==> src/rtl/usbcre_pkg.sv <==
`timescale 1ns / 1ps
// ----------------------------------------------------------------------------
// usbcre_pkg - shared types and codes for the endpoint-zero request engine
// Request kinds, standard request codes, descriptor types, packet sources,
// configuration register indexes, reset values and device state codes.
// ----------------------------------------------------------------------------
package usbcre_pkg;

    // Item kinds on the input channel
    localparam logic [1:0] KIND_SETUP = 2'd0;
    localparam logic [1:0] KIND_DONE  = 2'd1;
    localparam logic [1:0] KIND_RESET = 2'd2;

    // bmRequestType fields
    localparam logic [7:0] RT_TYPE_MASK  = 8'h60;
    localparam logic [4:0] RCPT_DEVICE   = 5'd0;
    localparam logic [4:0] RCPT_IFACE    = 5'd1;
    localparam logic [4:0] RCPT_ENDPOINT = 5'd2;

    // Standard request codes
    localparam logic [7:0] REQ_GET_STATUS     = 8'd0;
    localparam logic [7:0] REQ_CLEAR_FEATURE  = 8'd1;
    localparam logic [7:0] REQ_SET_FEATURE    = 8'd3;
    localparam logic [7:0] REQ_SET_ADDRESS    = 8'd5;
    localparam logic [7:0] REQ_GET_DESCRIPTOR = 8'd6;

    localparam logic [15:0] FEAT_REMOTE_WAKEUP = 16'd1;

    // Descriptor types
    localparam logic [7:0] DT_DEVICE = 8'h01;
    localparam logic [7:0] DT_CONFIG = 8'h02;
    localparam logic [7:0] DT_HID    = 8'h21;
    localparam logic [7:0] DT_REPORT = 8'h22;

    // Packet sources
    localparam logic [2:0] SRC_ZLP    = 3'd0;
    localparam logic [2:0] SRC_DEVICE = 3'd1;
    localparam logic [2:0] SRC_CONFIG = 3'd2;
    localparam logic [2:0] SRC_HID    = 3'd3;
    localparam logic [2:0] SRC_REPORT = 3'd4;
    localparam logic [2:0] SRC_STATUS = 3'd5;

    localparam logic [7:0] STATUS_WAKEUP = 8'h02;
    localparam logic [6:0] STATUS_BYTES  = 7'd2;

    localparam int         ADDRESS_BITS = 7;
    localparam int         MAX_PACKET   = 64;
    localparam logic [6:0] MIN_PACKET   = 7'd8;

    // Configuration register indexes
    localparam int         CFG_IDX_BITS = 3;
    localparam logic [2:0] CFG_MAX_PACKET   = 3'd0;
    localparam logic [2:0] CFG_HID_IFACE    = 3'd1;
    localparam logic [2:0] CFG_DEVICE_LEN   = 3'd2;
    localparam logic [2:0] CFG_CONFIG_LEN   = 3'd3;
    localparam logic [2:0] CFG_HID_OFFSET   = 3'd4;
    localparam logic [2:0] CFG_HID_LEN      = 3'd5;
    localparam logic [2:0] CFG_REPORT_LEN   = 3'd6;

    // Configuration reset values
    localparam logic [6:0] RST_MAX_PACKET = 7'd64;
    localparam logic [7:0] RST_HID_IFACE  = 8'd1;
    localparam logic [7:0] RST_DEVICE_LEN = 8'd18;
    localparam logic [7:0] RST_CONFIG_LEN = 8'd34;
    localparam logic [7:0] RST_HID_OFFSET = 8'd18;
    localparam logic [7:0] RST_HID_LEN    = 8'd9;
    localparam logic [7:0] RST_REPORT_LEN = 8'd63;

    // Device state machine
    typedef enum logic [3:0] {
        ST_POWERED    = 4'b0001,
        ST_DEFAULT    = 4'b0010,
        ST_ADDRESSED  = 4'b0100,
        ST_CONFIGURED = 4'b1000
    } t_dev_state;

    localparam logic [1:0] DSTATE_POWERED    = 2'd0;
    localparam logic [1:0] DSTATE_DEFAULT    = 2'd1;
    localparam logic [1:0] DSTATE_ADDRESSED  = 2'd2;
    localparam logic [1:0] DSTATE_CONFIGURED = 2'd3;

    function automatic logic [1:0] encode_state(t_dev_state s);
        logic [1:0] code;
        case (s)
            ST_POWERED:    code = DSTATE_POWERED;
            ST_DEFAULT:    code = DSTATE_DEFAULT;
            ST_ADDRESSED:  code = DSTATE_ADDRESSED;
            ST_CONFIGURED: code = DSTATE_CONFIGURED;
            default:       code = DSTATE_POWERED;
        endcase
        return code;
    endfunction

endpackage

==> src/rtl/usb_control_request_engine_core.sv <==
`timescale 1ns / 1ps
// ----------------------------------------------------------------------------
// usb_control_request_engine_core - endpoint-zero standard request engine
// Decodes setup packets, IN transmit-done events and bus resets for a HID
// keyboard and emits one packet descriptor (source, offset, count) per item.
// ----------------------------------------------------------------------------
//  channel   dir  handshake                     tdata / tuser
//  s_axis    in   s_axis_tvalid/s_axis_tready   64b setup fields / 2b kind
//  m_axis    out  m_axis_tvalid/m_axis_tready   40b packet + status / 2b flags
//  cfg       in   i_cfg_we (no wait)            i_cfg_addr 3b, i_cfg_data 8b
//
//  Each item passes through the input register, where decode and the state
//  update happen, and then the result register. One item is accepted per
//  cycle while the result register is not stalled. A stalled result holds
//  in the output register while the input register may still take one item.
//  Reset (i_rst_n low, synchronous) empties both stages, returns the device
//  to powered and loads register defaults.
// ----------------------------------------------------------------------------
module usb_control_request_engine_core #(
    parameter int MAX_PACKET = usbcre_pkg::MAX_PACKET
) (
    input  logic                               i_clk,
    input  logic                               i_rst_n,
    // configuration write port
    input  logic                               i_cfg_we,
    input  logic [usbcre_pkg::CFG_IDX_BITS-1:0] i_cfg_addr,
    input  logic [7:0]                         i_cfg_data,
    // input items
    input  logic                               s_axis_tvalid,
    output logic                               s_axis_tready,
    // [7:0] request_type, [15:8] request_code, [31:16] setup_value,
    // [47:32] setup_index, [63:48] setup_length
    input  logic [63:0]                        s_axis_tdata,
    // [1:0] req_type
    input  logic [1:0]                         s_axis_tuser,
    // result items
    output logic                               m_axis_tvalid,
    input  logic                               m_axis_tready,
    // [2:0] packet_source, [10:3] packet_offset, [17:11] packet_count,
    // [25:18] status_low_byte, [32:26] device_address, [34:33] device_state,
    // [35] wakeup_enabled, [39:36] zero
    output logic [39:0]                        m_axis_tdata,
    // [0] stall_res, [1] send_packet
    output logic [1:0]                         m_axis_tuser
);
    import usbcre_pkg::*;

    localparam logic [6:0] MaxPkt = 7'(MAX_PACKET);
    localparam int         AB     = ADDRESS_BITS;

    // ---------------- configuration registers ----------------
    logic [6:0] r_cfg_mps;
    logic [7:0] r_cfg_hid_iface, r_cfg_dev_len, r_cfg_cfg_len;
    logic [7:0] r_cfg_hid_off, r_cfg_hid_len, r_cfg_rep_len;

    always_ff @(posedge i_clk) begin
        if (!i_rst_n) begin
            r_cfg_mps       <= RST_MAX_PACKET;
            r_cfg_hid_iface <= RST_HID_IFACE;
            r_cfg_dev_len   <= RST_DEVICE_LEN;
            r_cfg_cfg_len   <= RST_CONFIG_LEN;
            r_cfg_hid_off   <= RST_HID_OFFSET;
            r_cfg_hid_len   <= RST_HID_LEN;
            r_cfg_rep_len   <= RST_REPORT_LEN;
        end else if (i_cfg_we) begin
            case (i_cfg_addr)
                CFG_MAX_PACKET: r_cfg_mps       <= i_cfg_data[6:0];
                CFG_HID_IFACE:  r_cfg_hid_iface <= i_cfg_data;
                CFG_DEVICE_LEN: r_cfg_dev_len   <= i_cfg_data;
                CFG_CONFIG_LEN: r_cfg_cfg_len   <= i_cfg_data;
                CFG_HID_OFFSET: r_cfg_hid_off   <= i_cfg_data;
                CFG_HID_LEN:    r_cfg_hid_len   <= i_cfg_data;
                CFG_REPORT_LEN: r_cfg_rep_len   <= i_cfg_data;
                default: ;
            endcase
        end
    end

    // ---------------- pipeline handshake ----------------
    logic r_in_valid, r_out_valid;
    logic out_free, advance;

    assign out_free      = !r_out_valid || m_axis_tready;
    assign advance       = r_in_valid && out_free;
    assign s_axis_tready = !r_in_valid || out_free;
    assign m_axis_tvalid = r_out_valid;

    // input register: hold the item while the result register is blocked
    logic [1:0]  r_in_kind;
    logic [7:0]  r_in_rtype, r_in_code;
    logic [15:0] r_in_value, r_in_index, r_in_length;

    always_ff @(posedge i_clk) begin
        if (!i_rst_n) begin
            r_in_valid <= 1'b0;
        end else if (s_axis_tready) begin
            r_in_valid <= s_axis_tvalid;
        end
    end

    always_ff @(posedge i_clk) begin
        if (s_axis_tvalid && s_axis_tready) begin
            r_in_kind   <= s_axis_tuser;
            r_in_rtype  <= s_axis_tdata[7:0];
            r_in_code   <= s_axis_tdata[15:8];
            r_in_value  <= s_axis_tdata[31:16];
            r_in_index  <= s_axis_tdata[47:32];
            r_in_length <= s_axis_tdata[63:48];
        end
    end

    // ---------------- engine state ----------------
    t_dev_state    r_state;
    logic [AB-1:0] r_addr, r_pend_addr;
    logic          r_pend_valid, r_wakeup;
    logic          r_xfer_active;
    logic [2:0]    r_xfer_src;
    logic [7:0]    r_xfer_off, r_xfer_rem;

    // Clamp the packet size into the legal range.
    logic [6:0] mps;
    always_comb begin
        if (r_cfg_mps < MIN_PACKET) begin
            mps = MIN_PACKET;
        end else if (r_cfg_mps > MaxPkt) begin
            mps = MaxPkt;
        end else begin
            mps = r_cfg_mps;
        end
    end

    // ---------------- request decode ----------------
    logic [7:0] dtype, didx;
    logic       setup_ok;
    logic       do_start, do_status, do_zlp, do_pend, do_wake_set, do_wake_clr;
    logic [2:0] st_src;
    logic [7:0] st_base, st_len;
    logic [7:0] status_byte;

    assign dtype = r_in_value[15:8];
    assign didx  = r_in_value[7:0];

    always_comb begin
        setup_ok    = 1'b0;
        do_start    = 1'b0;
        do_status   = 1'b0;
        do_zlp      = 1'b0;
        do_pend     = 1'b0;
        do_wake_set = 1'b0;
        do_wake_clr = 1'b0;
        st_src      = SRC_ZLP;
        st_base     = 8'd0;
        st_len      = 8'd0;
        status_byte = 8'd0;
        // decode setup items only; other kinds carry a don't-care payload
        if (r_in_kind == KIND_SETUP && (r_in_rtype & RT_TYPE_MASK) == 8'd0) begin
            case (r_in_rtype[4:0])
                RCPT_DEVICE: begin
                    case (r_in_code)
                        REQ_GET_STATUS: begin
                            setup_ok    = 1'b1;
                            do_status   = 1'b1;
                            status_byte = r_wakeup ? STATUS_WAKEUP : 8'd0;
                        end
                        REQ_CLEAR_FEATURE: begin
                            if (r_in_value == FEAT_REMOTE_WAKEUP) begin
                                setup_ok    = 1'b1;
                                do_zlp      = 1'b1;
                                do_wake_clr = 1'b1;
                            end
                        end
                        REQ_SET_FEATURE: begin
                            if (r_in_value == FEAT_REMOTE_WAKEUP) begin
                                setup_ok    = 1'b1;
                                do_zlp      = 1'b1;
                                do_wake_set = 1'b1;
                            end
                        end
                        REQ_SET_ADDRESS: begin
                            setup_ok = 1'b1;
                            do_zlp   = 1'b1;
                            do_pend  = 1'b1;
                        end
                        REQ_GET_DESCRIPTOR: begin
                            if (dtype == DT_DEVICE) begin
                                setup_ok = 1'b1;
                                do_start = 1'b1;
                                st_src   = SRC_DEVICE;
                                st_len   = r_cfg_dev_len;
                            end else if (dtype == DT_CONFIG && didx == 8'd0) begin
                                setup_ok = 1'b1;
                                do_start = 1'b1;
                                st_src   = SRC_CONFIG;
                                st_len   = r_cfg_cfg_len;
                            end
                        end
                        default: ;
                    endcase
                end
                RCPT_IFACE: begin
                    // only descriptor requests aimed at the HID interface
                    if (r_in_code == REQ_GET_DESCRIPTOR &&
                        r_in_index == {8'd0, r_cfg_hid_iface} && didx == 8'd0) begin
                        if (dtype == DT_HID) begin
                            setup_ok = 1'b1;
                            do_start = 1'b1;
                            st_src   = SRC_HID;
                            st_base  = r_cfg_hid_off;
                            st_len   = r_cfg_hid_len;
                        end else if (dtype == DT_REPORT) begin
                            setup_ok = 1'b1;
                            do_start = 1'b1;
                            st_src   = SRC_REPORT;
                            st_len   = r_cfg_rep_len;
                        end
                    end
                end
                RCPT_ENDPOINT: begin
                    if (r_in_code == REQ_GET_STATUS && r_in_index == 16'd0) begin
                        setup_ok  = 1'b1;
                        do_status = 1'b1;
                    end
                end
                default: ;
            endcase
        end
    end

    // ---------------- chunk of a descriptor transfer ----------------
    // A new transfer clamps its length to wLength; a running one continues
    // from the stored offset and remainder.
    logic [7:0] c_rem, c_off, start_size;
    logic [2:0] c_src;
    logic [6:0] chunk;
    logic       chunk_full;

    assign start_size = ({8'd0, st_len} > r_in_length) ? r_in_length[7:0] : st_len;
    assign c_rem      = do_start ? start_size : r_xfer_rem;
    assign c_off      = do_start ? st_base    : r_xfer_off;
    assign c_src      = do_start ? st_src     : r_xfer_src;
    assign chunk_full = c_rem >= {1'b0, mps};
    assign chunk      = chunk_full ? mps : c_rem[6:0];

    // ---------------- next state and result ----------------
    t_dev_state    n_state;
    logic [AB-1:0] n_addr, n_pend_addr;
    logic          n_pend_valid, n_wakeup, n_xfer_active;
    logic [2:0]    n_xfer_src;
    logic [7:0]    n_xfer_off, n_xfer_rem;
    logic          res_stall, res_send, emit_chunk;
    logic [2:0]    res_src;
    logic [7:0]    res_off, res_status;
    logic [6:0]    res_cnt;

    always_comb begin
        n_state       = r_state;
        n_addr        = r_addr;
        n_pend_addr   = r_pend_addr;
        n_pend_valid  = r_pend_valid;
        n_wakeup      = r_wakeup;
        n_xfer_active = r_xfer_active;
        n_xfer_src    = r_xfer_src;
        n_xfer_off    = r_xfer_off;
        n_xfer_rem    = r_xfer_rem;
        res_stall     = 1'b0;
        res_send      = 1'b0;
        res_src       = SRC_ZLP;
        res_off       = 8'd0;
        res_cnt       = 7'd0;
        res_status    = 8'd0;
        emit_chunk    = 1'b0;
        case (r_in_kind)
            KIND_SETUP: begin
                // any setup ends a running transfer, stalled or not
                n_xfer_active = 1'b0;
                res_stall     = !setup_ok;
                emit_chunk    = do_start;
                if (do_wake_set) begin
                    n_wakeup = 1'b1;
                end
                if (do_wake_clr) begin
                    n_wakeup = 1'b0;
                end
                if (do_pend) begin
                    n_pend_addr  = r_in_value[AB-1:0];
                    n_pend_valid = 1'b1;
                end
                if (do_zlp) begin
                    res_send = 1'b1;
                end
                if (do_status) begin
                    res_send   = 1'b1;
                    res_src    = SRC_STATUS;
                    res_cnt    = STATUS_BYTES;
                    res_status = status_byte;
                end
            end
            KIND_DONE: begin
                if (r_xfer_active) begin
                    emit_chunk = 1'b1;
                end else if (r_pend_valid) begin
                    // status stage done: commit the new address
                    n_addr       = r_pend_addr;
                    n_state      = (r_pend_addr != '0) ? ST_ADDRESSED : ST_DEFAULT;
                    n_pend_valid = 1'b0;
                end
            end
            KIND_RESET: begin
                n_pend_valid  = 1'b0;
                n_wakeup      = 1'b0;
                n_xfer_active = 1'b0;
                n_addr        = '0;
                n_state       = ST_DEFAULT;
            end
            default: ;
        endcase
        if (emit_chunk) begin
            res_send      = 1'b1;
            res_cnt       = chunk;
            res_src       = (chunk == 7'd0) ? SRC_ZLP : c_src;
            res_off       = (chunk == 7'd0) ? 8'd0 : c_off;
            n_xfer_src    = c_src;
            n_xfer_off    = c_off + {1'b0, chunk};
            n_xfer_rem    = c_rem - {1'b0, chunk};
            n_xfer_active = chunk_full;
        end
    end

    always_ff @(posedge i_clk) begin
        if (!i_rst_n) begin
            r_state       <= ST_POWERED;
            r_addr        <= '0;
            r_pend_addr   <= '0;
            r_pend_valid  <= 1'b0;
            r_wakeup      <= 1'b0;
            r_xfer_active <= 1'b0;
            r_xfer_src    <= SRC_ZLP;
            r_xfer_off    <= 8'd0;
            r_xfer_rem    <= 8'd0;
        end else if (advance) begin
            r_state       <= n_state;
            r_addr        <= n_addr;
            r_pend_addr   <= n_pend_addr;
            r_pend_valid  <= n_pend_valid;
            r_wakeup      <= n_wakeup;
            r_xfer_active <= n_xfer_active;
            r_xfer_src    <= n_xfer_src;
            r_xfer_off    <= n_xfer_off;
            r_xfer_rem    <= n_xfer_rem;
        end
    end

    // ---------------- result register ----------------
    logic [39:0] r_out_data;
    logic [1:0]  r_out_user;

    always_ff @(posedge i_clk) begin
        if (!i_rst_n) begin
            r_out_valid <= 1'b0;
        end else if (out_free) begin
            r_out_valid <= r_in_valid;
        end
    end

    always_ff @(posedge i_clk) begin
        if (advance) begin
            r_out_user <= {res_send, res_stall};
            r_out_data <= {4'd0, n_wakeup, encode_state(n_state), 7'(n_addr),
                           res_status, res_cnt, res_off, res_src};
        end
    end

    assign m_axis_tdata = r_out_data;
    assign m_axis_tuser = r_out_user;

endmodule

==> config.mk <==
export PLATFORM = sky130hd
export DESIGN_NAME = usb_control_request_engine_core
export DESIGN_NICKNAME = d
export VERILOG_FILES = /design/src/rtl/usbcre_pkg.sv /design/src/rtl/usb_control_request_engine_core.sv
export SDC_FILE = /design/constraint.sdc
export NUM_CORES = 1
export LEC_CHECK = 0
export ABC_AREA = 1
export BUFFER_PORTS_ARGS = -buffer_cell sky130_fd_sc_hd__buf_2
export CORE_AREA = 2 2 158 160
export CTS_CLUSTER_SIZE = 24
export DETAILED_ROUTE_END_ITERATION = 8
export DIE_AREA = 0 0 160 162
export PLACE_DENSITY = 0.62
export SYNTH_ARGS = -nofsm -noshare
export SYNTH_HDL_FRONTEND = slang
export SYNTH_SLANG_ARGS = --single-unit
==> constraint.sdc <==
create_clock -name i_clk -period 18.01 [get_ports i_clk]
set_input_delay 0.9005 -clock i_clk [delete_from_list [all_inputs] [get_ports i_clk]]
set_output_delay 0.9005 -clock i_clk [all_outputs]
set_load 0.02 [all_outputs]
=== Word level (Yosys, flattened, before mapping) ===
Index checks and enable logic that the tools add are counted.
Widths: inputs -> output; s select.

* Bits in registers: 200
* Word-level logic and storage cells: 184

* Add/sub/neg operators: 2
* Magnitude comparators: 4
* Eq/ne operators: 25
* Mux-type cells: 84
* Bitwise operators: 1
* Reduce and logical (&&, ||, !) cells: 39

{| class="wikitable"
|+ Operators with widths
! kind !! count
|-
| $mux 8 || 14
|-
| $mux 7 || 6
|-
| $mux 1 || 33
|-
| $mux 3 || 10
|-
| $logic_not 8->1 || 3
|-
| $reduce_and 2->1 || 9
|-
| $eq 16x1->1 const B || 1
|-
| $eq 16x8->1 || 1
|-
| $eq 8x1->1 const B || 2
|-
| $eq 8x2->1 const B || 2
|-
| $eq 8x3->1 const B || 2
|-
| $eq 8x6->1 const B || 2
|-
| $gt 8x16->1 || 1
|-
| $logic_not 16->1 || 1
|-
| $pmux 8 s2 || 1
|-
| $pmux 7 s2 || 1
|-
| $mux 2 || 6
|-
| $pmux 1 s2 || 5
|-
| $eq 3x3->1 const B || 3
|-
| $pmux 1 s3 || 3
|-
| $add 8x7->8 || 1
|-
| $ge 8x7->1 || 1
|-
| $mux 4 || 2
|-
| $pmux 4 s2 || 1
|-
| other kinds (30) || 44
|}

=== Logic depth before layout (Yosys ltp) ===
Gate-level depths: netlist of run 1.

* Word-level depth: 15
* Depth in mapped cells: 55
* Gate-level depth less buffers: 54

=== Worst setup path before layout of run 1 ===
Ideal clock, no wire load.

* Path type: register to register
* Start point: register r_in_rtype[4]
* End point: register r_xfer_rem[6]
* Data arrival time: 5560 ps
* Path slack: 12333 ps
* Stages on the path, launching flop included: 51
* Path buffers: 2
* Path through: edfxtp_1 > nor2_2 > nand3b_1 > nor3_2 > nand3_2 > clkbuf_1 > o2111ai_1 > nand2_1 > inv_1 > ha_1 > a21oi_1 > o21ai_0 > nand2_1 > o211ai_1 > nand2_1 > buf_2 > inv_1 > nand2_1 > [15 not listed] > a21oi_1 > nand3_4 > inv_6 > nand2_1 > o21ai_2 > inv_1 > ha_1 > fa_1 > nand3b_1 > and2_1 > inv_1 > nand3_1 > nand2_1 > nand2_1 > nand3_1 > nand2_1 > nor2_1 > nor2_1

* Word-level cells in the longest chain between the ends: 9

{| class="wikitable"
|+ Ends and longest elaborated chain
! item !! RTL line !! text
|-
| from (decl) || usb_control_request_engine_core.sv:90 || <nowiki>logic [7:0] r_in_rtype, r_in_code;</nowiki>
|-
| from (signal assigned) || usb_control_request_engine_core.sv:104 || <nowiki>r_in_rtype <= s_axis_tdata[7:0];</nowiki>
|-
| $eq 5x1->1 or $logic_not 5->1 (tied branches) || usb_control_request_engine_core.sv:157 || <nowiki>case (r_in_rtype[4:0])</nowiki>
|-
| $pmux 8 s2 || usb_control_request_engine_core.sv:157 ||
|-
| $mux 8 || usb_control_request_engine_core.sv:156 || <nowiki>if (r_in_kind == KIND_SETUP && (r_in_rtype & RT_TYPE_MASK) == 8'd0) begin</nowiki>
|-
| $gt 8x16->1 || usb_control_request_engine_core.sv:237 || <nowiki>assign start_size = ({8'd0, st_len} > r_in_length) ? r_in_length[7:0] : st_len;</nowiki>
|-
| $mux 8 || usb_control_request_engine_core.sv:237 ||
|-
| $mux 8 * || usb_control_request_engine_core.sv:238 || <nowiki>assign c_rem = do_start ? start_size : r_xfer_rem;</nowiki>
|-
| $ge 8x7->1 || usb_control_request_engine_core.sv:241 || <nowiki>assign chunk_full = c_rem >= {1'b0, mps};</nowiki>
|-
| $mux 7 * || usb_control_request_engine_core.sv:242 || <nowiki>assign chunk = chunk_full ? mps : c_rem[6:0];</nowiki>
|-
| via chunk[0] || usb_control_request_engine_core.sv:234 || <nowiki>logic [6:0] chunk;</nowiki>
|-
| $sub 8x7->8 * || usb_control_request_engine_core.sv:324 || <nowiki>n_xfer_rem = c_rem - {1'b0, chunk};</nowiki>
|-
| to (signal assigned) || usb_control_request_engine_core.sv:349 || <nowiki>r_xfer_rem <= n_xfer_rem;</nowiki>
|-
| to (decl) || usb_control_request_engine_core.sv:118 || <nowiki>logic [7:0] r_xfer_off, r_xfer_rem;</nowiki>
|}

Mark *: on every way through the listed nets, which the timed path passes. The rest lies on a longest branch.
A chain may end at the register's enable or synchronous reset.

=== Worst setup path in the final report of run 1 ===
* Start point: register r_in_rtype[3]
* End point: register r_xfer_off[7]

* Word-level cells in the longest chain between the ends: 9

{| class="wikitable"
|+ Ends and longest elaborated chain
! item !! RTL line !! text
|-
| $eq 5x1->1 or $logic_not 5->1 (tied branches) || usb_control_request_engine_core.sv:157 ||
|-
| $pmux 8 s2 || usb_control_request_engine_core.sv:157 ||
|-
| $mux 8 || usb_control_request_engine_core.sv:156 ||
|-
| $gt 8x16->1 || usb_control_request_engine_core.sv:237 ||
|-
| $mux 8 || usb_control_request_engine_core.sv:237 ||
|-
| $mux 8 || usb_control_request_engine_core.sv:238 ||
|-
| $ge 8x7->1 || usb_control_request_engine_core.sv:241 ||
|-
| $mux 7 || usb_control_request_engine_core.sv:242 ||
|-
| $add 8x7->8 || usb_control_request_engine_core.sv:323 || <nowiki>n_xfer_off = c_off + {1'b0, chunk};</nowiki>
|-
| to (signal assigned) || usb_control_request_engine_core.sv:348 || <nowiki>r_xfer_off <= n_xfer_off;</nowiki>
|-
| to (decl) || usb_control_request_engine_core.sv:118 ||
|}

Parallel ways exist; a longest one is shown, timed or not.

==> results.ini, run 1 <==
[final_layout]
fillerInstances=2416
post-route-util=0.456
antenna_cells=0
drive_above_1_share=0.173
syn_to_final_growth_pct=14.9
layout.nets=1355
design_area_um2=11000

[sta]
post-route-period-util=0.389
slew_headroom=0.452
slew_violations=0
worst-slew-pin-transition_ns=0.822
finalSetupTns_ns=0
fin_crit_ns=7.01
final_hold_viol_count=0
finalClockSkew_ns=0.0146
setup_viol=0
fmax_ghz=0.143
rsz0062_at_grt=no

[floorplan]
die_y_um=162
core-area_um2=24100
ios=126
rows=57
start_util=0.397
die_x_um=160
die-area_um2=25900

[pwr]
p_sw_w=0.000230
power.internal_w=0.000698
clkPwrFrac=0.398
pwr-share-seq=0.526
power.leakage_nw=4.92
power.density_nw_per_um2=84.4
combPwrFrac=0.076
total_power_w=0.000928
switching_share=0.248
vdd_ir_drop_max_uv=66.6

[clock_network]
hold_buffers=0
cts.path.max_buffers=2
path_clk_slew_ns=0.07
clkLatencyLatePin_ns=0.44
ctsResizeCount=0
cts_setup_buffers=0
tritoncts=yes
cts_root_buf=clkbuf_16
numCtsBuffers=17
cts.sink_count=193
htree_levels=4

[yosys]
synthCells=1128
synth_edf_count=96
yosysMostFrequentCell=nand2_1
synthTopCellsByArea=edfxtp_1, dfxtp_1, nand2_1
synthTopCellsByCount=nand2_1, inv_1, nor2_1, dfxtp_1, edfxtp_1
synth_warnings=0
ys.flop_type=dfxtp_1
netlist.area_leader.share=0.301
synth_top_cell_by_area=edfxtp_1
netlist_area_um2=9570
synth_cell_types=57
seq_area_frac_synth=0.504
ys_ff_latch=193
avgSynthCellArea_um2=8.48
synthArstFlopShare=0

[detailed_routing]
ant_nets=0
via_count=7451
avgRoutedWirePerCell_um=13.6
via_per_inst=4.73
firstDrtPassIters=7
drcViolationCount=0
first_iter_violations=437
wl_mm=21.4

[critical_path]
timing.rr.end=r_xfer_off[7]
crit_fanout=15
r2r-start=r_in_rtype[3]
worstSetupStartpointType=flop
critPathMaxStageDelay_ns=0.45
path_class=flop to flop
cp-end-kind=flop
critPathSlowestCell=nand3_2
rrSetupSlack_ns=11.00
path_common_cell=nand2_1
cp.arrival_ns=7.33
worstPathRequired_ns=18.33
rr_worst_depth=45

[flow_run]
cap_violations=0

[hold_path]
hold_path.class=flop to flop
whs_endpoint=r_cfg_hid_off[0]
worstHoldStart=r_cfg_hid_off[0]
worstHoldPathCells=2

[status]
status=complete, no violations

[placement]
place_area_um2=10400
gp_congestion=0.851
post-dp-hpwl_mm=15.9
io_buffers=113

[global_route]
grt_max_degree=83
grtUsageTotal=0.174
grt_pass1_wl_mm=35.7
grt_pass1_vias=7069
grt_antenna_before_repair=0
overflow=0

## power groups by stage
stage          registers [W]  logic [W]  clock network [W]
2_1_floorplan       0.000501  0.0000430                  0
3_3_place_gp        0.000497  0.0000700                  0
3_5_place_dp        0.000498  0.0000710                  0
4_1_cts             0.000488  0.0000713           0.000379
5_1_grt             0.000490  0.0000806           0.000397
6_report            0.000488  0.0000707           0.000370
## kinds of logic after synthesis
group | Yosys count | share of synthesized area
compound gates | 218 | 0.130
simple gates | 447 | 0.215
buf+inv | 226 | 0.0957
other cells | 1 | 0.000392
fa+ha+maj | 34 | 0.0460
flops | 193 | 0.504
xor+xnor | 9 | 0.00824
## worst max-delay path: cells and delay by family, from the launching register on
family	cells	cell delay, ns
AOI/OAI and AO/OA	8	1.61
xor gates and xnor gates	1	0.16
adders and majority gates	3	0.85
buffers and inverters	7	0.75
DFF	1	0.40
and+or+nand+nor	26	3.12
## routing by layer
layer,part of all wire,wire length (µm),GRT usage
met5,0,0,0
met4,0.016,340,0.0528
met3,0.040,854,0.0301
met2,0.47,10000,0.289
met1,0.47,10100,0.233
## layout by cell type, fill, tap and decap left out, types with 5 or more instances in the layout
| cell type | count |
|---|---|
| o21ai_0 | 92 |
| o22ai_1 | 7 |
| inv_1 | 180 |
| a21oi_1 | 76 |
| nor4_1 | 5 |
| nor2_2 | 22 |
| edfxtp_1 | 96 |
| nand2_2 | 10 |
| buf_2 | 113 |
| dfxtp_1 | 97 |
| ha_1 | 32 |
| nand4_1 | 11 |
| o211ai_1 | 10 |
| clkbuf_16 | 17 |
| nand2_1 | 184 |
| o31ai_1 | 9 |
| conb_1 | 11 |
| xor2_1 | 6 |
| inv_2 | 6 |
| buf_4 | 6 |
| nor2_1 | 108 |
| nand3_1 | 74 |
| nor3_1 | 7 |
## final cells by class
type / count / area (µm²) / share of cell area
flip-flops and latches: 193 / 4820 / 0.439
multi-input cells: 719 / 3860 / 0.352
inverters: 189 / 714 / 0.0650
repair buffers: 119 / 611 / 0.0555
clock buffers: 17 / 425 / 0.0387
well taps: 324 / 405 / 0.0369
clock inverters: 15 / 148 / 0.0134
## through the flow
stage	cells	worst slack [ns]	hold slack [ns]
2_1_floorplan	1138	12.33	0.424
3_3_place_gp	1544	10.99	0.440
3_5_place_dp	1544	10.96	0.445
4_1_cts	1576	10.94	0.460
5_1_grt	1576	10.20	0.479
6_report	1576	11.00	0.458
## sequential cells by signal (all words and copies together), names as in the netlist, 16 cells and up
register / count
m_axis_tdata: 29
r_in_index: 16
r_in_length: 16
r_in_value: 16
## how the worst max path moves through the flow
stage | cells after the start | start | end
floorplan | 50 | r_in_rtype[4] | r_xfer_rem[6]
global placement | 45 | r_in_rtype[3] | r_xfer_off[7]
detailed placement | 42 | r_in_code[7] | r_xfer_off[7]
CTS | 40 | r_in_rtype[3] | r_xfer_off[7]
global route | 42 | r_in_code[7] | r_xfer_off[7]
finish | 45 | r_in_rtype[3] | r_xfer_off[7]
(Power assumes the default switching activity.)
==> inputs of run 2 (changes only) <==
==> constraint.sdc (replaced) <==
create_clock -name i_clk -period 6.99 [get_ports i_clk]
set_input_delay 0.3495 -clock i_clk [delete_from_list [all_inputs] [get_ports i_clk]]
set_output_delay 0.3495 -clock i_clk [all_outputs]
set_load 0.02 [all_outputs]
==> results.ini, run 2 (same netlist as run 1, synthesis figures left out) <==
[hold_path]
hold_path.class=input pin to flop
worstHoldStart=s_axis_tdata[20]
worstHoldPathCells=1
whs_endpoint=r_in_value[4]

[clock_network]
htree_levels=4
path_clk_slew_ns=0.07
cts_root_buf=clkbuf_16
tritoncts=yes
numCtsBuffers=17
clkLatencyLatePin_ns=0.44
cts.path.max_buffers=2
cts.sink_count=193

[global_route]
grt_pass1_vias=7139
overflow=0
grt_pass1_wl_mm=36.3
grt_max_degree=83
grtUsageTotal=0.176
grt_antenna_before_repair=1

[critical_path]
timing.rr.end=r_xfer_rem[6]
rrSetupSlack_ns=0.79
crit_buf_inv=8
critPathSlowestCell=fa_1
critPathMaxStageDelay_ns=0.39
worstPathRequired_ns=7.31
rr_worst_depth=52
crit_family=simple AND/OR/NAND/NOR gates
r2r-start=r_in_code[7]
cp-end-kind=flop
worstSetupStartpointType=flop
path_common_cell=nand2_1
path_class=flop to flop
cp.arrival_ns=6.52
crit_fanout=10

[detailed_routing]
wl_mm=21.6
firstDrtPassIters=5
via_count=7457
first_iter_violations=556
via_per_inst=4.71
avgRoutedWirePerCell_um=13.6
drcViolationCount=0
ant_nets=0

[sta]
fmax_ghz=0.161
slew_violations=0
finalClockSkew_ns=0.0105
setup_viol=0
finalSetupTns_ns=0
rsz0062_at_grt=no
fin_crit_ns=6.20
worst-slew-pin-transition_ns=0.814
final_hold_viol_count=0
slew_headroom=0.457
post-route-period-util=0.887

[pwr]
vdd_ir_drop_max_uv=156
power.leakage_nw=4.96
power.density_nw_per_um2=216

[floorplan]
die_x_um=160
ios=126
start_util=0.397
rows=57
die-area_um2=25900
die_y_um=162
core-area_um2=24100

[placement]
gp_congestion=0.852
io_buffers=113
dp.cells=1549
post-dp-hpwl_mm=16.1

[final_layout]
largest_register_ffs=29
mostFrequentLayoutCell=nand2_1
syn_to_final_growth_pct=15.8
drive_above_1_share=0.179
mostFrequentLayoutCells=nand2_1, inv_1, buf_2
layout.nets=1361
final_cells=1583
fillerInstances=2407

[flow_run]
cap_violations=0

[status]
status=complete, no violations

==> run 2: how the worst max path moves through the flow <==
stage | start | endpoint | slack [ns] | cells past startpoint
final | r_in_code[7] | r_xfer_rem[6] | 0.79 | 52
after global routing | r_in_code[7] | r_xfer_off[6] | 0.03 | 50
after global placement | r_in_code[7] | r_xfer_rem[6] | 0.59 | 52
after CTS | r_in_code[7] | r_xfer_rem[6] | 0.51 | 52
after floorplan | r_in_rtype[4] | r_xfer_rem[6] | 1.31 | 50
after detailed placement | r_in_code[7] | r_xfer_rem[6] | 0.56 | 51
==> run 2: power by group <==
part	switching, W	internal, W
Clock	0.000428	0.000524
Sequential	0.0000197	0.00124
Combinational	0.000123	0.0000595
==> run 2: final cells by class <==
type | count | area (µm²) | share of cell area
diodes | 1 | 2.50 | 0.000226
clock inverters | 8 | 66.3 | 0.00598
multi-input cells | 719 | 3880 | 0.350
inverters | 189 | 714 | 0.0645
clock buffers | 24 | 517 | 0.0466
repair buffers | 125 | 668 | 0.0603
well taps | 324 | 405 | 0.0366
flip-flops and latches | 193 | 4820 | 0.435
==> run 2: routing by layer <==
layer	routed length (µm)	global-route usage
met5	0	0
met4	343	0.0549
met3	778	0.0312
met2	10100	0.288
met1	10400	0.239
==> run 2: timing repair <==
item / 4_1_cts / 5_1_grt
resized for setup: 0 / 5
buffers inserted: 0 / 1
endpoints found under the setup margin: 0 / 5
hold buffers: 0 / 0
==> run 2: stage by stage <==
step | util | hold slack (ns) | power (W) | area (µm²) | setup slack (ns)
2_1_floorplan | - | 0.424 | 0.00140 | 9600 | 1.31
3_3_place_gp | 0.434 | 0.442 | 0.00146 | 10500 | 0.595
3_5_place_dp | 0.434 | 0.447 | 0.00147 | 10500 | 0.558
4_1_cts | 0.458 | 0.0704 | 0.00242 | 11000 | 0.513
5_1_grt | 0.460 | 0.0676 | 0.00250 | 11100 | 0.0347
6_report | 0.460 | 0.0866 | 0.00239 | 11100 | 0.788
